### src/hw/rtl/notch_lowpass_biquad_cascade_unit_assert.svh
// Assertion macros for the notch and low-pass biquad cascade unit.
`ifndef NOTCH_LOWPASS_BIQUAD_CASCADE_UNIT_ASSERT_SVH
`define NOTCH_LOWPASS_BIQUAD_CASCADE_UNIT_ASSERT_SVH
`ifndef SYNTHESIS
// Same-cycle implication, checked out of reset.
`define NLBC_ASSERT_SAME(label, clk, rstn, ante, cons) \
    label: assert property (@(posedge clk) disable iff (!rstn) (ante) |-> (cons)) \
        else $error("nlbc: same-cycle check failed");
// Next-cycle implication, checked out of reset.
`define NLBC_ASSERT_NEXT(label, clk, rstn, ante, cons) \
    label: assert property (@(posedge clk) disable iff (!rstn) (ante) |=> (cons)) \
        else $error("nlbc: next-cycle check failed");
`else
`define NLBC_ASSERT_SAME(label, clk, rstn, ante, cons)
`define NLBC_ASSERT_NEXT(label, clk, rstn, ante, cons)
`endif
`endif

### src/hw/rtl/nlbc_pkg.sv
// Shared types, constants and coefficient ROM of the biquad cascade unit.
package nlbc_pkg;

    // Fixed field widths and number formats
    localparam int SAMPLE_WIDTH   = 24;
    localparam int CFG_WIDTH      = 16;
    localparam int STATE_WIDTH    = 48;
    localparam int STATE_FRAC     = 16;
    localparam int WORDS_PER_CH   = 6;
    // widest multiplicand is w + 2*w1 + w2
    localparam int OPA_WIDTH      = 50;
    localparam int HALF_WIDTH     = 25;
    localparam int COEF_SETS      = 3;
    localparam int COEFS_PER_SET  = 9;

    // Defaults of the top-level parameters
    localparam int CHANNELS_DEF       = 2;
    localparam int COEF_FRAC_BITS_DEF = 30;

    // Sample interval thresholds and reset value
    localparam logic [CFG_WIDTH-1:0] INTERVAL_RESET = 16'd2000;
    localparam logic [CFG_WIDTH-1:0] INTERVAL_SLOW  = 16'd3500;
    localparam logic [CFG_WIDTH-1:0] INTERVAL_MID   = 16'd1500;

    // Item commands
    localparam logic CMD_FILTER = 1'b0;
    localparam logic CMD_CLEAR  = 1'b1;

    // Coefficient set codes
    typedef logic [1:0] coef_set_t;
    localparam coef_set_t SET_SLOW = 2'd0;
    localparam coef_set_t SET_MID  = 2'd1;
    localparam coef_set_t SET_FAST = 2'd2;

    // Coefficient index within a set
    typedef logic [3:0] coef_idx_t;
    localparam coef_idx_t COEF_NOTCH_B0 = 4'd0;
    localparam coef_idx_t COEF_NOTCH_A1 = 4'd1;
    localparam coef_idx_t COEF_NOTCH_A2 = 4'd2;
    localparam coef_idx_t COEF_LP1_A1   = 4'd3;
    localparam coef_idx_t COEF_LP1_A2   = 4'd4;
    localparam coef_idx_t COEF_LP1_GAIN = 4'd5;
    localparam coef_idx_t COEF_LP2_A1   = 4'd6;
    localparam coef_idx_t COEF_LP2_A2   = 4'd7;
    localparam coef_idx_t COEF_LP2_GAIN = 4'd8;

    // Section codes
    typedef logic [1:0] sec_t;
    localparam sec_t SEC_NOTCH = 2'd0;
    localparam sec_t SEC_LP1   = 2'd1;
    localparam sec_t SEC_LP2   = 2'd2;

    // Coefficients, signed Q2.30: notch b0 a1 a2, lp1 a1 a2 gain, lp2 a1 a2 gain
    localparam logic signed [31:0] COEF_Q30 [COEF_SETS][COEFS_PER_SET] = '{
        '{ 32'sd953310679,  -32'sd589178401,  32'sd832879533,
           32'sd1125925222,  32'sd317978288,  32'sd464765546,
           32'sd1418319997,  32'sd679398106,  32'sd1073741824 },
        '{ 32'sd996642447,  -32'sd1612601354, 32'sd919543070,
          -32'sd486533381,   32'sd500713269,  32'sd271980428,
          -32'sd353234944,   32'sd69350466,   32'sd197464337 },
        '{ 32'sd1041026256, -32'sd1980149609, 32'sd1008310688,
          -32'sd1125925222,  32'sd317978288,  32'sd5180099,
          -32'sd1418319997,  32'sd679398106,  32'sd1073741824 }
    };

    // Multiplier operand source
    typedef enum logic [1:0] {
        OPA_D1  = 2'd0,
        OPA_D2  = 2'd1,
        OPA_W   = 2'd2,
        OPA_SUM = 2'd3
    } opa_sel_t;

    // Delay word within a section: w[n-1] or w[n-2]
    typedef enum logic {
        SLOT_W1 = 1'b0,
        SLOT_W2 = 1'b1
    } slot_t;

    // Payload of one input and one result transaction
    typedef struct packed {
        logic                           command;
        logic                           channel;
        logic signed [SAMPLE_WIDTH-1:0] sample;
    } in_item_t;

    typedef struct packed {
        logic                           out_channel;
        logic signed [SAMPLE_WIDTH-1:0] filtered;
        logic                           saturated;
    } out_item_t;

    // Controller to datapath commands
    typedef struct packed {
        logic      item_load;
        logic      clr_chan;
        logic      rd_en;
        logic      wr_en;
        slot_t     slot;
        sec_t      sec;
        logic      cap_d1;
        logic      cap_d2;
        logic      acc_init;
        logic      phase_out;
        logic      mul_en;
        logic      mul_hi;
        logic      mul_sub;
        opa_sel_t  opa_sel;
        coef_idx_t coef_idx;
        logic      rnd_w;
        logic      rnd_y;
        logic      out_load;
    } dp_cmd_t;

    // Datapath to controller status
    typedef struct packed {
        logic item_clear;
        logic item_chan_ok;
        logic out_free;
    } dp_sts_t;

endpackage

### src/hw/rtl/nlbc_ctrl.sv
// Sequencer of the biquad cascade: walks sections, product terms and write-back.
module nlbc_ctrl (
    input  logic              aclk,
    input  logic              aresetn,
    input  logic              s_valid,
    output logic              s_ready,
    input  nlbc_pkg::dp_sts_t sts,
    output nlbc_pkg::dp_cmd_t cmd
);

    typedef enum logic [12:0] {
        ST_IDLE   = 13'b0000000000001,
        ST_CLEAR  = 13'b0000000000010,
        ST_RD1    = 13'b0000000000100,
        ST_RD2    = 13'b0000000001000,
        ST_CAP    = 13'b0000000010000,
        ST_PREP   = 13'b0000000100000,
        ST_MUL_LO = 13'b0000001000000,
        ST_MUL_HI = 13'b0000010000000,
        ST_DRAIN  = 13'b0000100000000,
        ST_ROUND  = 13'b0001000000000,
        ST_WR1    = 13'b0010000000000,
        ST_WR2    = 13'b0100000000000,
        ST_FIN    = 13'b1000000000000
    } state_t;

    // One product term of a sum of products
    typedef struct packed {
        nlbc_pkg::opa_sel_t  opa_sel;
        nlbc_pkg::coef_idx_t coef_idx;
        logic                sub;
        logic                last;
    } term_t;

    state_t         state_reg, state_next;
    nlbc_pkg::sec_t sec_reg, sec_next;
    logic           phase_reg, phase_next;
    logic [1:0]     term_reg, term_next;
    term_t          term;

    // Node: in - a1*w1 - a2*w2. Output: notch b0*w + a1*w1 + b0*w2,
    // low-pass gain*(w + 2*w1 + w2).
    function automatic term_t term_lookup(nlbc_pkg::sec_t sec, logic phase_out,
                                          logic [1:0] idx);
        term_t t;
        t.opa_sel  = nlbc_pkg::OPA_D1;
        t.coef_idx = nlbc_pkg::COEF_NOTCH_B0;
        t.sub      = 1'b0;
        t.last     = 1'b1;
        if (!phase_out) begin
            t.sub     = 1'b1;
            t.last    = idx[0];
            t.opa_sel = idx[0] ? nlbc_pkg::OPA_D2 : nlbc_pkg::OPA_D1;
            case (sec)
                nlbc_pkg::SEC_NOTCH: begin
                    t.coef_idx = idx[0] ? nlbc_pkg::COEF_NOTCH_A2 : nlbc_pkg::COEF_NOTCH_A1;
                end
                nlbc_pkg::SEC_LP1: begin
                    t.coef_idx = idx[0] ? nlbc_pkg::COEF_LP1_A2 : nlbc_pkg::COEF_LP1_A1;
                end
                default: begin
                    t.coef_idx = idx[0] ? nlbc_pkg::COEF_LP2_A2 : nlbc_pkg::COEF_LP2_A1;
                end
            endcase
        end else if (sec == nlbc_pkg::SEC_NOTCH) begin
            case (idx)
                2'd0: begin
                    t.opa_sel  = nlbc_pkg::OPA_W;
                    t.coef_idx = nlbc_pkg::COEF_NOTCH_B0;
                    t.last     = 1'b0;
                end
                2'd1: begin
                    t.opa_sel  = nlbc_pkg::OPA_D1;
                    t.coef_idx = nlbc_pkg::COEF_NOTCH_A1;
                    t.last     = 1'b0;
                end
                default: begin
                    t.opa_sel  = nlbc_pkg::OPA_D2;
                    t.coef_idx = nlbc_pkg::COEF_NOTCH_B0;
                end
            endcase
        end else begin
            t.opa_sel  = nlbc_pkg::OPA_SUM;
            t.coef_idx = (sec == nlbc_pkg::SEC_LP1) ? nlbc_pkg::COEF_LP1_GAIN
                                                    : nlbc_pkg::COEF_LP2_GAIN;
        end
        return t;
    endfunction

    assign term = term_lookup(sec_reg, phase_reg, term_reg);

    // Next state and commands
    always_comb begin
        state_next = state_reg;
        sec_next   = sec_reg;
        phase_next = phase_reg;
        term_next  = term_reg;
        cmd        = '0;
        cmd.sec       = sec_reg;
        cmd.phase_out = phase_reg;
        cmd.opa_sel   = term.opa_sel;
        cmd.coef_idx  = term.coef_idx;
        cmd.mul_sub   = term.sub;
        s_ready    = 1'b0;
        unique case (state_reg)
            ST_IDLE: begin
                s_ready       = 1'b1;
                cmd.item_load = s_valid;
                if (s_valid && sts.item_chan_ok) begin
                    if (sts.item_clear) begin
                        state_next = ST_CLEAR;
                    end else begin
                        sec_next   = nlbc_pkg::SEC_NOTCH;
                        state_next = ST_RD1;
                    end
                end
            end
            ST_CLEAR: begin
                cmd.clr_chan = 1'b1;
                state_next   = ST_IDLE;
            end
            ST_RD1: begin
                cmd.rd_en  = 1'b1;
                cmd.slot   = nlbc_pkg::SLOT_W1;
                state_next = ST_RD2;
            end
            ST_RD2: begin
                cmd.rd_en  = 1'b1;
                cmd.slot   = nlbc_pkg::SLOT_W2;
                cmd.cap_d1 = 1'b1;
                state_next = ST_CAP;
            end
            ST_CAP: begin
                cmd.cap_d2 = 1'b1;
                phase_next = 1'b0;
                term_next  = 2'd0;
                state_next = ST_PREP;
            end
            ST_PREP: begin
                cmd.acc_init = 1'b1;
                state_next   = ST_MUL_LO;
            end
            ST_MUL_LO: begin
                cmd.mul_en = 1'b1;
                state_next = ST_MUL_HI;
            end
            ST_MUL_HI: begin
                cmd.mul_en = 1'b1;
                cmd.mul_hi = 1'b1;
                if (term.last) begin
                    state_next = ST_DRAIN;
                end else begin
                    term_next  = term_reg + 2'd1;
                    state_next = ST_MUL_LO;
                end
            end
            // last partial product lands in the accumulator
            ST_DRAIN: begin
                state_next = ST_ROUND;
            end
            ST_ROUND: begin
                if (!phase_reg) begin
                    cmd.rnd_w  = 1'b1;
                    phase_next = 1'b1;
                    term_next  = 2'd0;
                    state_next = ST_PREP;
                end else begin
                    cmd.rnd_y  = 1'b1;
                    state_next = ST_WR1;
                end
            end
            ST_WR1: begin
                cmd.wr_en  = 1'b1;
                cmd.slot   = nlbc_pkg::SLOT_W2;
                state_next = ST_WR2;
            end
            ST_WR2: begin
                cmd.wr_en = 1'b1;
                cmd.slot  = nlbc_pkg::SLOT_W1;
                if (sec_reg == nlbc_pkg::SEC_LP2) begin
                    state_next = ST_FIN;
                end else begin
                    sec_next   = sec_reg + 2'd1;
                    state_next = ST_RD1;
                end
            end
            ST_FIN: begin
                if (sts.out_free) begin
                    cmd.out_load = 1'b1;
                    state_next   = ST_IDLE;
                end
            end
            default: begin
                state_next = ST_IDLE;
            end
        endcase
    end

    // State registers
    always_ff @(posedge aclk) begin
        if (!aresetn) begin
            state_reg <= ST_IDLE;
            sec_reg   <= nlbc_pkg::SEC_NOTCH;
            phase_reg <= 1'b0;
            term_reg  <= 2'd0;
        end else begin
            state_reg <= state_next;
            sec_reg   <= sec_next;
            phase_reg <= phase_next;
            term_reg  <= term_next;
        end
    end

endmodule

### src/hw/rtl/nlbc_datapath.sv
// Datapath of the biquad cascade: delay memory, shared MAC, rounding and output register.
module nlbc_datapath #(
    parameter int CHANNELS       = nlbc_pkg::CHANNELS_DEF,
    parameter int COEF_FRAC_BITS = nlbc_pkg::COEF_FRAC_BITS_DEF
) (
    input  logic                              aclk,
    input  logic                              aresetn,
    input  logic                              cfg_wr_en,
    input  logic [nlbc_pkg::CFG_WIDTH-1:0]    cfg_wr_data,
    input  nlbc_pkg::in_item_t                s_data,
    input  logic                              m_ready,
    output logic                              m_valid,
    output nlbc_pkg::out_item_t               m_data,
    input  nlbc_pkg::dp_cmd_t                 cmd,
    output nlbc_pkg::dp_sts_t                 sts
);

    localparam int SW       = nlbc_pkg::SAMPLE_WIDTH;
    localparam int STW      = nlbc_pkg::STATE_WIDTH;
    localparam int SFR      = nlbc_pkg::STATE_FRAC;
    localparam int OPW      = nlbc_pkg::OPA_WIDTH;
    localparam int HW       = nlbc_pkg::HALF_WIDTH;
    localparam int DEPTH    = CHANNELS * nlbc_pkg::WORDS_PER_CH;
    localparam int AW       = $clog2(DEPTH);
    localparam int CW       = COEF_FRAC_BITS + 2;
    localparam int CS       = 30 - COEF_FRAC_BITS;
    localparam int HALF_SH  = (CS > 0) ? CS - 1 : 0;
    localparam int MW       = HW + 1;
    localparam int PW       = MW + CW;
    localparam int ACC_W    = OPW + CW;
    localparam int RQ_W     = ACC_W - COEF_FRAC_BITS;
    localparam int OQ_W     = STW + 1 - SFR;

    localparam logic [32:0]      COEF_HALF = (CS > 0) ? (33'd1 << HALF_SH) : 33'd0;
    localparam logic [ACC_W-1:0] RND_HALF  =
        {{(ACC_W-1){1'b0}}, 1'b1} << (COEF_FRAC_BITS - 1);
    localparam logic [STW:0]     OUT_HALF  = {{STW{1'b0}}, 1'b1} << (SFR - 1);
    localparam logic [STW-1:0]   STATE_MAX = {1'b0, {(STW-1){1'b1}}};
    localparam logic [STW-1:0]   STATE_MIN = {1'b1, {(STW-1){1'b0}}};
    localparam logic [SW-1:0]    SMP_MAX   = {1'b0, {(SW-1){1'b1}}};
    localparam logic [SW-1:0]    SMP_MIN   = {1'b1, {(SW-1){1'b0}}};

    // Configuration and per-transaction registers
    logic [nlbc_pkg::CFG_WIDTH-1:0] cfg_reg;
    logic                           chan_reg;
    nlbc_pkg::coef_set_t            set_reg, set_sel;
    logic signed [STW-1:0]          y_reg, d1_reg, d2_reg, w_reg;
    logic signed [OPW-1:0]          sum_reg, sum_full;
    logic                           sat_reg;

    // Delay memory
    logic [STW-1:0]   mem [DEPTH];
    logic [DEPTH-1:0] vld_reg;
    logic [STW-1:0]   rd_q_reg;
    logic             rd_vld_reg;
    logic [STW-1:0]   rd_word, wr_word;
    logic [AW-1:0]    base_addr, word_addr;

    // MAC
    logic signed [OPW-1:0]   opa;
    logic signed [MW-1:0]    mul_in;
    logic signed [31:0]      coef_raw;
    logic signed [32:0]      coef_sum, coef_shr;
    logic signed [CW-1:0]    coef_val;
    logic signed [PW-1:0]    prod_full, prod_reg;
    logic                    prod_vld_reg, prod_hi_reg, prod_sub_reg;
    logic signed [ACC_W-1:0] addend_ext, addend, acc_reg, acc_next;

    // Rounding to the state format
    logic [ACC_W-1:0] rnd_sum;
    logic [RQ_W-1:0]  rnd_q;
    logic             rnd_fit;
    logic [STW-1:0]   rnd_val;

    // Final rounding to the sample format
    logic signed [STW:0] out_t;
    logic [OQ_W-1:0]     out_q;
    logic                out_fit;
    logic [SW-1:0]       filtered_val;

    logic                m_valid_reg;
    nlbc_pkg::out_item_t m_data_reg;

    // Status to the controller
    assign sts.item_clear   = (s_data.command == nlbc_pkg::CMD_CLEAR);
    assign sts.item_chan_ok = (int'(s_data.channel) < CHANNELS);
    assign sts.out_free     = !m_valid_reg || m_ready;

    // Coefficient set from the sample interval
    always_comb begin
        if (cfg_reg >= nlbc_pkg::INTERVAL_SLOW) begin
            set_sel = nlbc_pkg::SET_SLOW;
        end else if (cfg_reg >= nlbc_pkg::INTERVAL_MID) begin
            set_sel = nlbc_pkg::SET_MID;
        end else begin
            set_sel = nlbc_pkg::SET_FAST;
        end
    end

    // Memory addressing: channel base + 2*section + slot
    assign base_addr = AW'(chan_reg) * AW'(nlbc_pkg::WORDS_PER_CH);
    assign word_addr = base_addr + AW'({cmd.sec, 1'b0}) + AW'(cmd.slot);
    assign rd_word   = rd_vld_reg ? rd_q_reg : '0;
    assign wr_word   = (cmd.slot == nlbc_pkg::SLOT_W2) ? d1_reg : w_reg;

    // Multiplicand select
    always_comb begin
        unique case (cmd.opa_sel)
            nlbc_pkg::OPA_D1:  opa = {{(OPW-STW){d1_reg[STW-1]}}, d1_reg};
            nlbc_pkg::OPA_D2:  opa = {{(OPW-STW){d2_reg[STW-1]}}, d2_reg};
            nlbc_pkg::OPA_W:   opa = {{(OPW-STW){w_reg[STW-1]}}, w_reg};
            nlbc_pkg::OPA_SUM: opa = sum_reg;
            default:           opa = '0;
        endcase
    end

    // Half of the multiplicand: low half unsigned, high half signed
    assign mul_in = cmd.mul_hi ? {opa[OPW-1], opa[OPW-1:HW]} : {1'b0, opa[HW-1:0]};

    // Coefficient taken to COEF_FRAC_BITS by round half up
    assign coef_raw  = nlbc_pkg::COEF_Q30[set_reg][cmd.coef_idx];
    assign coef_sum  = {coef_raw[31], coef_raw} + COEF_HALF;
    assign coef_shr  = coef_sum >>> CS;
    assign coef_val  = coef_shr[CW-1:0];
    assign prod_full = mul_in * coef_val;

    // Accumulator: init, or add/subtract the registered partial product
    assign addend_ext = ACC_W'(prod_reg);
    assign addend     = prod_hi_reg ? (addend_ext <<< HW) : addend_ext;

    always_comb begin
        acc_next = acc_reg;
        if (cmd.acc_init) begin
            acc_next = cmd.phase_out ? '0 : (ACC_W'(y_reg) <<< COEF_FRAC_BITS);
        end else if (prod_vld_reg) begin
            acc_next = prod_sub_reg ? (acc_reg - addend) : (acc_reg + addend);
        end
    end

    // Round half up to 16 fraction bits and clip to 48 bits
    assign rnd_sum = acc_reg + RND_HALF;
    assign rnd_q   = rnd_sum[ACC_W-1:COEF_FRAC_BITS];
    assign rnd_fit = (&rnd_q[RQ_W-1:STW-1]) | ~(|rnd_q[RQ_W-1:STW-1]);
    assign rnd_val = rnd_fit ? rnd_q[STW-1:0] : (rnd_q[RQ_W-1] ? STATE_MIN : STATE_MAX);

    // Low-pass numerator 1,2,1
    assign sum_full = OPW'(w_reg) + (OPW'(d1_reg) <<< 1) + OPW'(d2_reg);

    // Output: round half up to an integer, clip to the sample width
    assign out_t        = (STW+1)'(y_reg) + OUT_HALF;
    assign out_q        = out_t[STW:SFR];
    assign out_fit      = (&out_q[OQ_W-1:SW-1]) | ~(|out_q[OQ_W-1:SW-1]);
    assign filtered_val = out_fit ? out_q[SW-1:0] : (out_q[OQ_W-1] ? SMP_MIN : SMP_MAX);

    // Configuration register
    always_ff @(posedge aclk) begin
        if (!aresetn) begin
            cfg_reg <= nlbc_pkg::INTERVAL_RESET;
        end else if (cfg_wr_en) begin
            cfg_reg <= cfg_wr_data;
        end
    end

    // Working registers
    always_ff @(posedge aclk) begin
        if (cmd.item_load) begin
            chan_reg <= s_data.channel;
            set_reg  <= set_sel;
            y_reg    <= STW'(s_data.sample) <<< SFR;
            sat_reg  <= 1'b0;
        end else begin
            if (cmd.rnd_y) begin
                y_reg <= rnd_val;
            end
            if (cmd.rnd_w || cmd.rnd_y) begin
                sat_reg <= sat_reg | !rnd_fit;
            end
        end
        if (cmd.cap_d1) begin
            d1_reg <= rd_word;
        end
        if (cmd.cap_d2) begin
            d2_reg <= rd_word;
        end
        if (cmd.rnd_w) begin
            w_reg <= rnd_val;
        end
        if (cmd.acc_init) begin
            sum_reg <= sum_full;
        end
        if (cmd.mul_en) begin
            prod_reg     <= prod_full;
            prod_hi_reg  <= cmd.mul_hi;
            prod_sub_reg <= cmd.mul_sub;
        end
        acc_reg <= acc_next;
    end

    // Partial product pending for the accumulator
    always_ff @(posedge aclk) begin
        if (!aresetn) begin
            prod_vld_reg <= 1'b0;
        end else begin
            prod_vld_reg <= cmd.mul_en;
        end
    end

    // Delay memory, one port, registered read
    always_ff @(posedge aclk) begin
        if (cmd.wr_en) begin
            mem[word_addr] <= wr_word;
        end
        if (cmd.rd_en) begin
            rd_q_reg   <= mem[word_addr];
            rd_vld_reg <= vld_reg[word_addr];
        end
    end

    // Word valid bits: unwritten or cleared words read as zero
    always_ff @(posedge aclk) begin
        if (!aresetn) begin
            vld_reg <= '0;
        end else begin
            if (cmd.clr_chan) begin
                for (int k = 0; k < nlbc_pkg::WORDS_PER_CH; k++) begin
                    vld_reg[base_addr + AW'(k)] <= 1'b0;
                end
            end
            if (cmd.wr_en) begin
                vld_reg[word_addr] <= 1'b1;
            end
        end
    end

    // Output register
    always_ff @(posedge aclk) begin
        if (!aresetn) begin
            m_valid_reg <= 1'b0;
        end else if (cmd.out_load) begin
            m_valid_reg <= 1'b1;
        end else if (m_ready) begin
            m_valid_reg <= 1'b0;
        end
    end

    always_ff @(posedge aclk) begin
        if (cmd.out_load) begin
            m_data_reg.out_channel <= chan_reg;
            m_data_reg.filtered    <= filtered_val;
            m_data_reg.saturated   <= sat_reg | !out_fit;
        end
    end

    assign m_valid = m_valid_reg;
    assign m_data  = m_data_reg;

endmodule

### src/hw/rtl/notch_lowpass_biquad_cascade_unit.sv
// Filter transaction: one result per input; an input is taken only while idle.
// Processing time is set by the single shared 26x32 multiplier (two passes per 50-bit
// multiplicand) and the one-port delay memory (two reads and two writes per section).
// Clear transaction: no result. Output register lets the next input be taken
// while a result waits. Synchronous active-low reset clears all delay-word valid bits
// at once, so every delay word reads as zero, and sets the sample interval to 2000 us.
`include "notch_lowpass_biquad_cascade_unit_assert.svh"
module notch_lowpass_biquad_cascade_unit #(
    parameter int CHANNELS       = nlbc_pkg::CHANNELS_DEF,
    parameter int COEF_FRAC_BITS = nlbc_pkg::COEF_FRAC_BITS_DEF
) (
    input  logic                           aclk,
    input  logic                           aresetn,
    input  logic                           cfg_wr_en,
    input  logic [nlbc_pkg::CFG_WIDTH-1:0] cfg_wr_data,
    input  logic                           s_valid,
    output logic                           s_ready,
    input  nlbc_pkg::in_item_t             s_data,
    output logic                           m_valid,
    input  logic                           m_ready,
    output nlbc_pkg::out_item_t            m_data
);

    nlbc_pkg::dp_cmd_t ctrl_cmd;
    nlbc_pkg::dp_sts_t dp_sts;

    // Sequencer
    nlbc_ctrl u_ctrl (
        .aclk    (aclk),
        .aresetn (aresetn),
        .s_valid (s_valid),
        .s_ready (s_ready),
        .sts     (dp_sts),
        .cmd     (ctrl_cmd)
    );

    // Datapath
    nlbc_datapath #(
        .CHANNELS       (CHANNELS),
        .COEF_FRAC_BITS (COEF_FRAC_BITS)
    ) u_datapath (
        .aclk        (aclk),
        .aresetn     (aresetn),
        .cfg_wr_en   (cfg_wr_en),
        .cfg_wr_data (cfg_wr_data),
        .s_data      (s_data),
        .m_ready     (m_ready),
        .m_valid     (m_valid),
        .m_data      (m_data),
        .cmd         (ctrl_cmd),
        .sts         (dp_sts)
    );

    // A result is loaded only into a free output register
    `NLBC_ASSERT_SAME(a_out_load_free, aclk, aresetn, ctrl_cmd.out_load, !m_valid || m_ready)
    // An accepted transaction for a present channel starts work
    `NLBC_ASSERT_NEXT(a_accept_busy, aclk, aresetn, s_valid && s_ready && dp_sts.item_chan_ok, !s_ready)
    // Delay memory is written only while a transaction is in flight
    `NLBC_ASSERT_SAME(a_wr_busy, aclk, aresetn, ctrl_cmd.wr_en, !s_ready)

endmodule

### config.mk
export PLATFORM = sky130hd
export DESIGN_NAME = notch_lowpass_biquad_cascade_unit
export DESIGN_NICKNAME = d
export VERILOG_FILES = /design/src/hw/rtl/nlbc_pkg.sv /design/src/hw/rtl/nlbc_ctrl.sv /design/src/hw/rtl/nlbc_datapath.sv /design/src/hw/rtl/notch_lowpass_biquad_cascade_unit.sv
export VERILOG_INCLUDE_DIRS = /design/src /design/src/hw/rtl
export SDC_FILE = /design/constraint.sdc
export NUM_CORES = 2
export LEC_CHECK = 0
export BUFFER_PORTS_ARGS = -buffer_cell sky130_fd_sc_hd__buf_2
export CORE_ASPECT_RATIO = 1.1
export CORE_MARGIN = 5
export CORE_UTILIZATION = 51
export DETAILED_ROUTE_END_ITERATION = 16
export PLACE_DENSITY = 0.73
export SYNTH_ARGS = -nofsm -noshare
export SYNTH_HDL_FRONTEND = slang
export SYNTH_HIERARCHICAL = 1
export SYNTH_SLANG_ARGS = --single-unit
### constraint.sdc
create_clock -name aclk -period 22 [get_ports aclk]
set_input_delay 0 -clock aclk [delete_from_list [all_inputs] [get_ports aclk]]
set_output_delay 0 -clock aclk [all_outputs]
set_load 0.02 [all_outputs]
==> summary.md <==
| Metric | Value |
|---|---|
| Outcome | `completed` |
| Postcts setup bufs | `0` |
| Share of layout cells above drive strength 1 | `9.29%` |
| Ports | `75` |
| Max incr delay on CP | `1.07 ns` |
| Routed Wire Length | `253000 um` |
| Synth top area share | `35.9%` |
| Max FFs per register | `576` |
| Most common cell on crit path | `fa_1` |
| Cells after synthesis | `7721` |
| Ys Warns | `6` |
| Slew HR | `13.0%` |
| CP max stage cell | `dfxtp_1` |
| Drt via density | `6.13` |
| Routed len/inst | `25.3 um` |
| Nets | `8958` |
| Unique masters post-synth | `101` |
| Hold Vio Cnt, Final | `0` |
| Vias | `61400` |
| Avg Synthesized Cell Area | `11.1 um^2` |
| Max Cap Violations | `0` |
| 1st-iter DRT viols | `6547` |
| Total GRT Usage | `28.5%` |
| HPWL after detailed placement | `180000 um` |
| Grt met2 use | `46.1%` |
| Initial core utilization | `51.4%` |
| RSZ-0062 raised after global routing | `no` |
| H-Tree Depth | `3` |
| Post-route ant nets | `0` |
| Clock skew | `0.0627 ns` |
| EDFF count, synth | `1022` |
| Top FF cell, synth | `edfxtp_1` |
| Fin crit share | `57.2%` |
| Hold crit path type | `in -> reg` |
| Setup TNS | `0 ns` |
| Critical Path Fanout Max | `51` |
| Root Driver | `clkbuf_16` |
| First-pass GRT wire length | `383000 um` |
| Row cnt | `157` |
| Crit start category | `register` |
| CTS sink cnt | `1085` |
| CTS Buf Count | `106` |
| Fmax achieved | `79.5 MHz` |
| Area delta synth->final | `8.55%` |
| Overflow after GRT | `0` |
| Die Ht | `440 um` |
| Reg clk slew, reported paths | `0.06 ns` |
| Met1 usage | `36.2%` |
| Pin count of the biggest net entering global routing | `104` |
| Post-Syn Nets | `8975` |
| GRT met3 Usage | `5.20%` |
| CTS tree | `done` |
| # fillers | `13800` |
| Core area | `167000 um^2` |
| Die area | `176000 um^2` |
| CTS Buffer Depth | `3` |
| Fin crit period | `12.58 ns` |
| Yosys reg bits | `1085` |
| Vias in the first global route | `63200` |
| Worst skew pair latency | `0.75 ns` |
| Syn Std Cell Area | `85500 um^2` |
| Crit path capture type | `register` |
| Area leader, netlist | `edfxtp_1` |
| Busiest grt layer | `met2` |
| Worst Path Arrival | `12.99 ns` |
| Setup CP Type | `reg -> reg` |
| Critical path required time | `22.41 ns` |
| 1st-pass router iterations | `8` |
| Fin. max-slew vios | `0` |
| Count of input and output buffers | `72` |
| RePlAce Congestion | `0.979` |
| DR DRC count | `0` |
| Setup-failing EPs final | `0` |
| Initial antenna violation count | `3` |
| Async set-reset flop share out of synthesis | `0%` |
| Width of the die | `400 um` |
| Least-Margin Pin Slew | `1.31 ns` |
| Sequential area share after synthesis | `37.4%` |
| Synth top area cells | `edfxtp_1 (36%), fa_1 (21%), mux4_2 (5.1%), inv_1 (4.6%), ha_1 (4.4%)` |
[cell type report]
cell class,count,area [um^2],area share (%)
diodes,2,5.00,0.00539
repair buffers,271,2060,2.22
clock inverters,62,673,0.725
inverters,1061,3980,4.29
flip-flops and latches,1085,32000,34.4
clock buffers,138,2900,3.12
well taps,2226,2790,3.00
multi-input cells,5179,48500,52.2
[critical path, delay by kind of cell (launching register included)]
kind | cells | cell delay (ns)
fa+ha+maj | 8 | 3.98
compound gates | 11 | 2.94
simple gates | 7 | 2.27
buf+inv | 8 | 1.78
flops | 1 | 1.07
xor+xnor | 1 | 0.15
[Yosys cell counts, drive strengths merged, types with 79 or more instances]
| library cell | n |
|---|---|
| inv | 1056 |
| nand2 | 817 |
| o21ai | 299 |
| a21o | 121 |
| clkbuf | 317 |
| ha | 302 |
| and2 | 90 |
| mux4 | 195 |
| mux2i | 107 |
| edfxtp | 1022 |
| xnor2 | 164 |
| nand2b | 83 |
| nor2 | 553 |
| buf | 79 |
| nand3 | 83 |
| nor3 | 86 |
| fa | 905 |
| a21oi | 394 |
| xor2 | 164 |
[through the flow]
stage	cell area [um^2]	utilization, %	hold WS, ns	instances	setup slack (ns)
2_1_floorplan	85500	-	0.0989	7721	12.27
3_3_place_gp	88500	53.1	0.179	9743	10.09
3_5_place_dp	88500	53.1	0.179	9743	9.96
4_1_cts	92800	55.7	0.0642	10000	9.82
5_1_grt	92800	55.7	0.118	10000	8.91
6_report	92900	55.7	0.116	10000	9.42
[layer usage]
| layer | part of all wire (%) | vias up |
|---|---|---|
| met5 | 0 | - |
| met4 | 7.2 | 0 |
| met3 | 9.5 | 878 |
| met2 | 47 | 3354 |
| met1 | 37 | 30900 |
| li1 | - | 26300 |
[logic make-up (layout without fill, tap and decap cells)]
family	after synthesis	after routing	share of synthesized area (%)
simple gates	2053	2053	11.1
other cells	1	3	0.00438
mux	355	355	7.08
xor+xnor	328	328	3.37
compound gates	1235	1235	9.05
flops	1085	1085	37.4
buf+inv	1457	1532	6.48
fa+ha+maj	1207	1207	25.6
[timing repair]
item / 4_1_cts / 5_1_grt
endpoints found under the setup margin: 0 / 0
hold buffers: 79 / 0
endpoints found under the hold margin: 79 / 0
gates resized for setup: 0 / 0
[worst paths after layout]
kind / start / endpoint / slack, ns / depth (start not counted)
min: s_data[0] / u_datapath/y_reg[16] / 0.12 / 3
max: u_ctrl/phase_reg / u_datapath/prod_reg[57] / 9.42 / 35
max reg2reg: u_ctrl/phase_reg / u_datapath/prod_reg[57] / 9.42 / 35
min reg2reg: u_ctrl/term_reg[1] / u_ctrl/term_reg[1] / 0.45 / 2
[layout by cell type, fill, tap and decap left out, types with 53 or more instances in the layout]
master	netlist	routed
nor2b_1	60	59
buf_2	20	72
mux2_2	53	53
dfxtp_1	63	63
mux4_2	195	195
o21ai_0	277	276
xor2_1	164	164
o211ai_1	57	57
clkbuf_16	0	108
nand2_1	817	812
nand4_1	62	62
fa_1	905	904
nor3_1	83	72
ha_1	302	301
and2_1	89	89
nor2_1	553	542
nand3_1	82	82
a21o_1	121	121
xnor2_1	163	163
dlygate4sd3_1	0	79
inv_1	1053	1052
mux2i_1	107	99
nand2b_1	83	83
buf_4	4	119
a21oi_1	393	390
a31oi_1	56	56
edfxtp_1	1022	1022
Power is left out: the tool's default activity adds up to more than one toggle a clock period on the data nets, which glitch-free logic cannot reach.
